**src/hw/rtl/lafir_pkg.sv**
```systemverilog
// Package with the widths, constants and types of the LMS adaptive FIR filter.
`timescale 1ns / 1ps

package lafir_pkg;

  localparam int unsigned TAPS_DEFAULT = 32;

  localparam int unsigned SAMPLE_W = 16;
  localparam int unsigned WEIGHT_W = 32;
  localparam int unsigned STEP_W   = 16;
  localparam int unsigned ERR_W    = 17;

  // Product of a weight and a sample, exact in Q5.43.
  localparam int unsigned PROD_W = WEIGHT_W + SAMPLE_W;
  // Step size times error, 17 by 17 bits signed.
  localparam int unsigned MUERR_W = ERR_W + ERR_W;
  // Twice that product.
  localparam int unsigned GAIN_W = MUERR_W + 1;
  // Gain times a sample, exact with 46 fractional bits.
  localparam int unsigned RAW_W = GAIN_W + SAMPLE_W;
  // Weight plus rounded update before saturation.
  localparam int unsigned WSUM_W = WEIGHT_W + 3;

  localparam int unsigned OUT_SHIFT = 28;
  localparam int unsigned UPD_SHIFT = 18;

  localparam logic [STEP_W-1:0] STEP_RESET = 16'd328;

  typedef enum logic [3:0] {
    ST_CLEAR,
    ST_IDLE,
    ST_FILTER,
    ST_FDRAIN,
    ST_ROUND,
    ST_GAIN,
    ST_UPDATE,
    ST_UDRAIN,
    ST_DONE
  } state_t;

  // Strobes from the sequencer to the arithmetic.
  typedef struct packed {
    logic load_item;    // take in the desired sample, clear the accumulator
    logic data_valid;   // memory read data of one tap is present
    logic sample_live;  // that tap holds a sample since the last clear
    logic acc_add;      // add the registered product into the accumulator
    logic round_en;     // round and saturate the output, form the error
    logic gain_en;      // form twice step size times error
    logic wt_clear;     // write zero weights during the clearing pass
    logic out_load;     // move the result into the output register
  } dp_ctrl_t;

endpackage

```
**src/hw/rtl/lafir_ctrl.sv**
```systemverilog
// Sequencer of the LMS filter: state machine, tap counters and memory addressing.
`timescale 1ns / 1ps

module lafir_ctrl #(
  parameter int unsigned TAPS = lafir_pkg::TAPS_DEFAULT
) (
  input  logic                     clk,
  input  logic                     rst,
  input  logic                     feed_valid,
  input  logic                     feed_block_start,
  output logic                     feed_ready,
  input  logic                     out_ready,
  output logic                     out_valid,
  output lafir_pkg::dp_ctrl_t      ctl,
  output logic                     dly_we,
  output logic [$clog2(TAPS)-1:0]  dly_waddr,
  output logic [$clog2(TAPS)-1:0]  dly_raddr,
  output logic                     wt_we,
  output logic [$clog2(TAPS)-1:0]  wt_waddr,
  output logic [$clog2(TAPS)-1:0]  wt_raddr
);

  localparam int unsigned IDX_W = $clog2(TAPS);
  localparam int unsigned CNT_W = $clog2(TAPS + 1);
  localparam logic [IDX_W-1:0] LAST = IDX_W'(TAPS - 1);
  localparam logic [CNT_W-1:0] FILL_FULL = CNT_W'(TAPS);
  localparam logic [CNT_W-1:0] FILL_ONE = CNT_W'(1);

  lafir_pkg::state_t state, state_next;

  logic [IDX_W-1:0] k;         // tap index of the read being issued
  logic [IDX_W-1:0] addr;      // delay line address of that tap
  logic [IDX_W-1:0] head;      // delay line address of the newest sample
  logic [IDX_W-1:0] head_new;
  logic [CNT_W-1:0] fill;      // samples held since the last clear
  logic             v1, v2;    // read data present, product present
  logic             live1;
  logic [IDX_W-1:0] k1, k2;
  logic             issue;
  logic             accept;
  logic             upd_pass;

  assign head_new = (head == '0) ? LAST : head - IDX_W'(1);
  assign accept   = feed_valid && feed_ready;
  assign upd_pass = (state == lafir_pkg::ST_UPDATE) || (state == lafir_pkg::ST_UDRAIN);

  assign dly_waddr = head_new;
  assign dly_raddr = addr;
  assign wt_raddr  = k;

  always_ff @(posedge clk) begin
    if (rst) begin
      state     <= lafir_pkg::ST_CLEAR;
      k         <= '0;
      head      <= '0;
      fill      <= '0;
      v1        <= 1'b0;
      v2        <= 1'b0;
      out_valid <= 1'b0;
    end else begin
      state <= state_next;
      v1    <= issue;
      v2    <= v1;
      if (issue || state == lafir_pkg::ST_CLEAR) begin
        k <= (k == LAST) ? '0 : k + IDX_W'(1);
      end else begin
        k <= '0;
      end
      if (accept) begin
        head <= head_new;
        if (feed_block_start) begin
          fill <= FILL_ONE;
        end else if (fill != FILL_FULL) begin
          fill <= fill + FILL_ONE;
        end
      end
      if (ctl.out_load) begin
        out_valid <= 1'b1;
      end else if (out_ready) begin
        out_valid <= 1'b0;
      end
    end
  end

  // Address and pipeline tags need no reset: they only matter under v1 and v2.
  always_ff @(posedge clk) begin
    if (accept) begin
      addr <= head_new;
    end else if (issue) begin
      addr <= (addr == LAST) ? '0 : addr + IDX_W'(1);
    end else begin
      addr <= head;
    end
    live1 <= (CNT_W'(k) < fill);
    k1    <= k;
    k2    <= k1;
  end

  always_comb begin
    state_next     = state;
    feed_ready     = 1'b0;
    issue          = 1'b0;
    dly_we         = 1'b0;
    wt_we          = v2 && upd_pass;
    wt_waddr       = k2;
    ctl            = '0;
    ctl.data_valid = v1;
    ctl.sample_live = live1;
    ctl.acc_add    = v2 && !upd_pass;

    case (state)
      lafir_pkg::ST_CLEAR: begin
        wt_we        = 1'b1;
        wt_waddr     = k;
        ctl.wt_clear = 1'b1;
        if (k == LAST) begin
          state_next = lafir_pkg::ST_IDLE;
        end
      end
      lafir_pkg::ST_IDLE: begin
        feed_ready    = 1'b1;
        dly_we        = feed_valid;
        ctl.load_item = feed_valid;
        if (feed_valid) begin
          state_next = lafir_pkg::ST_FILTER;
        end
      end
      lafir_pkg::ST_FILTER: begin
        issue = 1'b1;
        if (k == LAST) begin
          state_next = lafir_pkg::ST_FDRAIN;
        end
      end
      lafir_pkg::ST_FDRAIN: begin
        if (!v1 && !v2) begin
          state_next = lafir_pkg::ST_ROUND;
        end
      end
      lafir_pkg::ST_ROUND: begin
        ctl.round_en = 1'b1;
        state_next   = lafir_pkg::ST_GAIN;
      end
      lafir_pkg::ST_GAIN: begin
        ctl.gain_en = 1'b1;
        state_next  = lafir_pkg::ST_UPDATE;
      end
      lafir_pkg::ST_UPDATE: begin
        issue = 1'b1;
        if (k == LAST) begin
          state_next = lafir_pkg::ST_UDRAIN;
        end
      end
      lafir_pkg::ST_UDRAIN: begin
        // Interlock: the next item's reads start only once every weight is back.
        if (!v1 && !v2) begin
          state_next = lafir_pkg::ST_DONE;
        end
      end
      lafir_pkg::ST_DONE: begin
        if (!out_valid || out_ready) begin
          ctl.out_load = 1'b1;
          state_next   = lafir_pkg::ST_IDLE;
        end
      end
      default: begin
        state_next = lafir_pkg::ST_CLEAR;
      end
    endcase
  end

endmodule

```
**config.mk**
```make
export PLATFORM = sky130hd
export DESIGN_NAME = lafir_ctrl
export DESIGN_NICKNAME = d
export VERILOG_FILES = /design/src/hw/rtl/lafir_pkg.sv /design/src/hw/rtl/lafir_ctrl.sv
export SDC_FILE = /design/constraint.sdc
export NUM_CORES = 1
export LEC_CHECK = 0
export ABC_AREA = 1
export BUFFER_PORTS_ARGS = -buffer_cell sky130_fd_sc_hd__buf_2
export CAP_MARGIN = 10
export CORE_ASPECT_RATIO = 0.6
export CORE_UTILIZATION = 58
export DETAILED_ROUTE_END_ITERATION = 10
export PLACE_DENSITY = 0.83
export RECOVER_POWER = 100
export SLEW_MARGIN = 20
export SYNTH_ARGS = -nofsm -noshare
export SYNTH_HDL_FRONTEND = slang
export SYNTH_SLANG_ARGS = --single-unit
```
**constraint.sdc**
```tcl
create_clock -name clk -period 4.35 [get_ports clk]
set_input_delay 0 -clock clk [delete_from_list [all_inputs] [get_ports clk]]
set_output_delay 0 -clock clk [all_outputs]
set_load 0.05 [all_outputs]
```
## Yosys cells after proc, flatten, opt, wreduce, memory -nomap -nowiden

Cells that the tools add are included.

| storage, ports and cells | value |
|---|---|
| flip-flop bits (word level) | 39 |
| input bits | 5 |
| word-level logic and storage cells | 80 |
| output and inout bits | 32 |

| operators by class | value |
|---|---|
| $add $sub $neg | 4 |
| order comparisons | 1 |
| mux-type cells | 26 |
| reduce and logical (&&, ||, !) cells | 19 |
| bitwise gates (word level) | 1 |
| equal/unequal tests | 18 |

Operators with widths:

| kind | number |
|---|---|
| case mux 4 bit (9 select lines) | 1 |
| 2-to-1 mux 4 bit | 7 |
| 2-to-1 mux 5 bit | 5 |
| == test 4 x 3 -> 1 bit, second input constant | 4 |
| 2-to-1 mux 6 bit | 2 |
| 2-to-1 mux 1 bit | 11 |
| adder 5 x 1 -> 5 bit, second input constant | 2 |
| == test 5 bit, second input constant | 2 |
| == test 4 x 2 -> 1 bit, second input constant | 2 |
| inequality test 2 bit, second input constant | 4 |
| AND reduction 7 bit | 1 |
| adder 6 x 1 -> 6 bit, second input constant | 1 |
| less-than comparator 5 x 6 -> 1 bit | 1 |
| inequality test 2 x 1 -> 1 bit, second input constant | 3 |
| inequality test 6 bit, second input constant | 1 |
| logical NOT 5 bit | 1 |
| subtractor 5 x 1 -> 5 bit, second input constant | 1 |
| == test 4 x 1 -> 1 bit, second input constant | 1 |
| == test 4 bit, second input constant | 1 |
| logical AND 1 bit | 4 |
| logical NOT 1 bit | 4 |
| logical NOT 4 bit | 1 |
| nonzero test 2 bit | 2 |
| logical OR 1 bit | 3 |
| other kinds (4) | 4 |

## Longest topological paths before layout

Gate-level depths: netlist of the first run.

| logic depth | value |
|---|---|
| word-level depth | 6 |
| gate-level depth with buffers | 11 |
| gate-level depth less buffers | 11 |

## Worst setup path after synthesis of the first run

OpenSTA, ideal clock, no wires.

| timing | value |
|---|---|
| kind | register to register |
| start point | register state[1] |
| end point | register out_valid |
| period minus slack after synthesis | 1991 ps |
| cell stages (with the launch flop) | 7 |
| arrival | 1923 ps |
| data required time | 4282 ps |
| setup time | 68 ps |
| buffers on the path | 1 |
| path slack | 2359 ps |
| cell sequence | dfxtp_1 -> buf_4 -> nor2_2 -> nand2_1 -> nor3_1 -> nor2_1 -> nor2_1 |

RTL lines:

| element | RTL line | RTL |
|---|---|---|
| from (decl) | lafir_ctrl.sv:29 | `lafir_pkg::state_t state, state_next;` |
| from (signal assigned) | lafir_ctrl.sv:53 | `state <= lafir_pkg::ST_CLEAR;` |
| from (signal assigned) | lafir_ctrl.sv:61 | `state <= state_next;` |
| to (signal assigned) | lafir_ctrl.sv:59 | `out_valid <= 1'b0;` |
| to (signal assigned) | lafir_ctrl.sv:78 | `out_valid <= 1'b1;` |
| to (signal assigned) | lafir_ctrl.sv:80 | `out_valid <= 1'b0;` |
| to (decl) | lafir_ctrl.sv:13 | `output logic out_valid,` |

## Worst setup path in the final report of the first run

| timing | value |
|---|---|
| start point | register state[0] |
| end point | register fill[5] |

| on the way | value |
|---|---|
| cells in the longest elaborated chain, start to end | 4 |

RTL lines:

| element | RTL line | RTL |
|---|---|---|
| == test 4 x 1 -> 1 bit | lafir_ctrl.sv:111 | `case (state)` |
| 2-to-1 mux 1 bit | lafir_ctrl.sv:111 |  |
| logical AND 1 bit | lafir_ctrl.sv:44 | `assign accept = feed_valid && feed_ready;` |
| AND reduction 2 bit (no source line) | -- |  |
| to (signal assigned) | lafir_ctrl.sv:74 | `fill <= fill + FILL_ONE;` |
| to (decl) | lafir_ctrl.sv:35 | `logic [CNT_W-1:0] fill;` |

Every way passes these cells.
A chain may end at the register's enable or synchronous reset.

==> results of run 1 <==
synthesized netlist by cell type, drive strengths merged, types with 2 or more instances:
master	instances
clkbuf	2
o211ai	5
inv	34
nor2	40
nand2	67
dfxtp	39
or2	2
nand3	15
ha	12
a21oi	10
nor3	8
xor2	5
buf	4
o21ai	11
routing by layer:
layer	part of all wire (%)	vias to the layer above	track usage, %	wire [µm]
met3	5.8	5	6.14	226
met1	54	774	35.4	2100
li1	-	896	-	-
met4	0.65	0	5.77	25
met2	39	53	33.2	1510
met5	0	-	0	0
through the flow:
stage	total power, mW	instance area [µm²]	util [%]
6_report	1.59	2120	70.6
5_1_grt	1.70	2120	70.6
4_1_cts	1.65	2210	73.6
3_5_place_dp	1.41	2110	70.3
3_3_place_gp	1.40	2110	70.3
2_1_floorplan	1.24	1920	-
sequential cells by signal, summed over array words and instances, names as in the netlist:
| name | flops |
|---|---|
| dly_raddr | 5 |
| fill | 6 |
| head | 5 |
| k1 | 5 |
| k2 | 5 |
| live1 | 1 |
| out_valid | 1 |
| state | 4 |
| v1 | 1 |
| v2 | 1 |
| wt_raddr | 5 |
final cells by class:
type                            count  area share [%]
Multi-Input combinational cell    180            43.2
Clock buffer                        5            3.24
Sequential cell                    39            36.8
Timing Repair Buffer               37            7.08
Tap cell                           42            2.48
Inverter                           35            6.25
Clock inverter                      3           0.944
what timing repair did:
item                      4_1_cts  5_1_grt
hold endpoints to repair        2        0
hold buffers                    1        0
setup buffers                   0        0
cell families (layout without fill, tap and decap cells):
logic type      after synthesis  count (layout)  share of synthesized area (%)
simple gates                134             134                           31.3
flops                        39              39                           40.7
compound gates               29              29                           8.81
buf+inv                      41              80                           9.07
xor+xnor                      5               5                           2.28
fa+ha+maj                    12              12                           7.83
report_power, final:
group | total (mW) | internal [mW] | leakage [nW] | switching, mW
clock | 0.238 | 0.111 | 0.0402 | 0.127
sequential | 0.508 | 0.433 | 0.318 | 0.0747
combinational | 0.844 | 0.178 | 0.583 | 0.666
total | 1.59 | 0.723 | 0.941 | 0.867
how the worst max path moves through the flow:
stage | cells after the start | end | slack [ns] | start
after floorplan | 6 | out_valid | 2.36 | state[1]
after global placement | 11 | state[3] | 2.83 | wt_raddr[0]
after detailed placement | 11 | state[2] | 2.75 | wt_raddr[0]
after CTS | 6 | wt_waddr[4] | 2.72 | state[3]
after global routing | 9 | fill[5] | 1.91 | state[0]
final | 9 | fill[5] | 2.10 | state[0]
critical path, cell delays in order, from the launching register on:
cell and delay [ns]:
dfxtp_1 0.44, inv_1 0.10, nor2_1 0.21, nand2_4 0.06, nor2_1 0.50, nand2_1 0.35
clkinvlp_2 0.26, nor2_1 0.07, nor2_1 0.11, nor2_1 0.05
==> metrics.cfg, run 1 <==
[routing]
vias = 1728
postRouteAntennaNets = 0
drt-total-wl_um = 3870
drtIter0Drc = 101
drcViolationCount = 0
viasPerCell = 5.07
dr.pass1.iters = 4
wl_per_cell_um = 11.3

[timing]
drv_slew = 0
final-hold-violation-count = 0
slew-limit-headroom_pct = 57.0
period_needed_ns = 2.25
fmax_mhz = 445
fin_tns_setup_ns = 0
worstMarginPinSlew_ns = 0.643
rsz0062_at_grt = false
clock_skew_ns = 0.00819
finalSetupViolCount = 0
whs_ns = 0.0364
min_period_over_period_pct = 51.7
setup_ws_ns = 2.10

[die]
die_h_um = 46.5
fp-row-count = 15
coreArea_um2 = 3000
dieArea_um2 = 3550
fp.dieW_um = 76.2
start_util_pct = 63.8
ios = 37

[clock_tree]
htreeDepth = 2
ctsResizeCount = 0
cts.path.max_buffers = 2
cts_root_buf = clkbuf_8
path_clk_slew_ns = 0.08
cts_buffers = 5
clock-sinks = 39
cts_tree = built
clk_latency_ns = 0.29

[cells_and_area]
layout_commonest_cell = nand2_1
layout_common_cells = 66 x nand2_1, 39 x nor2_1, 39 x dfxtp_1, 33 x inv_1, 32 x clkbuf_1
drive_gt1_share_pct = 6.35
nNetsFinal = 315
num_antenna_cells = 0
fin_cells = 341
seqCellArea_um2 = 781
fillers = 279
area_growth_pct = 10.6
multi_input_comb_area_um2 = 916

[place]
gp_congestion = 0.901
dp_hpwl_um = 2990
portBuffers = 36
dp.cells = 332
place_ws_ns = 2.75

[global_routing]
grt_pass1_wl_um = 6360
track_usage_pct = 23.6
overflow = 0
grt_max_degree = 15
grt_pass1_vias = 1417
antenna_found_initial = 0

[pwr]
power_density_nw_per_um2 = 750
p_leak_nw = 0.941
vdd_drop_max_mv = 0.393

[logic_synthesis]
synth-main-ff-cell = dfxtp_1
syn_nets = 277
yosysTopAreaCellShare_pct = 40.7
synth_top_area_cell = dfxtp_1
synthTopCellsByArea = dfxtp_1 41%, nand2_1 12%, ha_1 7.8%
synth_cell_types = 28
ys_ff_latch = 39
async_flop_share_pct = 0
synth_edf_count = 0
synth_area_per_cell_um2 = 7.37
synth-seq-area-share_pct = 40.7
synthCells = 260
synth.cell_area_um2 = 1920
ys_warn_count = 0

[worst_setup_path]
timing.rr.start = state[0]
worstSetupEndpointType = flip-flop
r2r-end = fill[5]
worstPathArrival_ns = 2.43
crit_fanout = 9
r2r_slack_ns = 2.10
crit_type = reg -> reg
crit_required_ns = 4.53
reg2regPathDepth = 9
cp-start-kind = flip-flop

[status]
outcome = finished clean

[min_path]
min_path_cells = 4
min_from = out_ready
min_to = out_valid
worstHoldPathType = in -> reg

[flow_run]
cap_viol_max_count = 0

Note: power is estimated with default switching activity, not from simulation.
==> run 2: changes to the inputs <==
Settings changed: CORE_UTILIZATION 58 to 49, PLACE_DENSITY 0.83 to 0.75.
Clock period 4.35 ns to 2 ns, I/O delays scaled along.
==> run 2 against run 1 <==
Effect of this change:
- die area is 18% higher
- sequential power rose by 120%
- final cell count increased by 1.5%
- routed wire length rose by 3.7%
- non-clock buffer count unchanged
- flip-flop and latch count stayed put
- cell area up 2.7%
- critical endpoint is now wt_we
- sequential share of layout area shrank 0.95 points
- largest power group unchanged
- highest routed layer unchanged
- combinational power is 120% higher
- setup slack got worse by 1.8 ns
- largest cell class unchanged
==> metrics.cfg, run 2 (synthesis gave the netlist of run 1 again) <==
[clock_tree]
cts_setup_buffers = 0
hold_buffers = 1
htreeDepth = 2
clock-sinks = 39
ctsResizeCount = 0
path_clk_slew_ns = 0.08
cts_root_buf = clkbuf_8
cts_tree = built
cts_buffers = 5
cts.path.max_buffers = 2
clk_latency_ns = 0.30

[timing]
final-hold-violation-count = 0
min_period_over_period_pct = 86.6
clock_skew_ns = 0.00725
period_needed_ns = 1.73
rsz0062_at_grt = false
fmax_mhz = 577
worstMarginPinSlew_ns = 0.610
finalSetupViolCount = 0
drv_slew = 0
slew-limit-headroom_pct = 59.5
fin_tns_setup_ns = 0

[die]
coreArea_um2 = 3700
dieArea_um2 = 4170
fp.dieW_um = 82.7
ios = 37
fp-row-count = 17
die_h_um = 50.4
start_util_pct = 51.8

[min_path]
worstHoldPathType = in -> reg

[status]
outcome = finished clean

[worst_setup_path]
crit_family = buffers and inverters
cp-start-kind = flip-flop
crit_type = reg -> out
crit_required_ns = 2.00
worstPathArrival_ns = 1.73
crit_fanout = 5
cpMaxStageDelayCell = clkbuf_1
worstSetupEndpointType = primary output
r2r_slack_ns = 0.34
critPathMaxStageDelay_ns = 0.48
path_buf_inv = 2
crit_path_cell_trace = inv_1 > nor2_1 > nand2_1 > o21ai_0 > clkbuf_1

[routing]
postRouteAntennaNets = 0
drtIter0Drc = 106
wl_per_cell_um = 11.6
dr.pass1.iters = 4
drt-total-wl_um = 4010
drcViolationCount = 0
viasPerCell = 5.01
vias = 1734

[place]
dpl_cell_area_um2 = 2120
portBuffers = 36
dp_hpwl_um = 3080
gp_congestion = 0.864
dp.cells = 337

[pwr]
power_switching_share_pct = 54.4
p_clk_share_pct = 15.6
p_leak_nw = 0.997
power_density_nw_per_um2 = 1630
p_seq_share_pct = 31.4
vdd_drop_max_mv = 0.737
internal-power_mw = 1.61
comb_power_share_pct = 53.0
switching_power_mw = 1.93

[global_routing]
grt_max_degree = 15
antenna_found_initial = 0
overflow = 0
grt_pass1_vias = 1529
track_usage_pct = 22.2
grt_pass1_wl_um = 6810

[cells_and_area]
area_growth_pct = 13.6
layout_commonest_cell = nand2_1
fillers = 354
postLayoutCellArea_um2 = 2180
utilization_pct = 58.8
nNetsFinal = 315
num_antenna_cells = 0
largest_reg_flops = 6
top_register = fill
layout_common_cells = 64 x nand2_1, 39 x dfxtp_1, 38 x nor2_1, 33 x inv_1, 20 x clkbuf_1
drive_gt1_share_pct = 11.7
fin_cells = 346

[flow_run]
cap_viol_max_count = 0

run 2: path summary, 6_finish.rpt:
kind	start	endpoint	cells after the start
max	state[2]	wt_we	5
min	out_ready	out_valid	4
max reg2reg	wt_raddr[0]	state[3]	11
min reg2reg	k1[3]	k2[3]	0
run 2: through the flow:
stage	power (mW)	setup WS, ns	hold WS [ns]
finish	3.54	0.268	0.0141
global route	3.81	0.0749	0.0429
CTS	3.62	0.344	0.0137
detailed placement	3.07	0.386	0.277
global placement	3.04	0.473	0.275
floorplan	2.69	0.00877	0.0691
run 2: worst min-delay path, delay by kind of cell:
family	cells	cell delay, ns
buf+inv	1	0.07
simple gates	3	0.20
run 2: area by class of cell:
class | count | area, µm² | area share [%]
clock inverters | 3 | 23.8 | 1.09
flip-flops and latches | 39 | 781 | 35.9
well taps | 47 | 58.8 | 2.70
repair buffers | 37 | 165 | 7.59
multi-input cells | 180 | 947 | 43.5
inverters | 35 | 133 | 6.09
clock buffers | 5 | 68.8 | 3.16
run 2: power by group through the flow:
stage	Clock [mW]	Combinational (mW)	Sequential, mW
3_5_place_dp	0	1.94	1.13
2_1_floorplan	0	1.41	1.28
5_1_grt	0.603	2.07	1.14
4_1_cts	0.562	1.95	1.11
3_3_place_gp	0	1.92	1.12
6_report	0.551	1.88	1.11
run 2: per-layer routing:
metal / part of all wire (%) / GRT usage, %
met5: 0 / 0
met4: 1.2 / 7.76
met3: 6.3 / 6.36
met2: 40 / 30.3
met1: 53 / 32.6
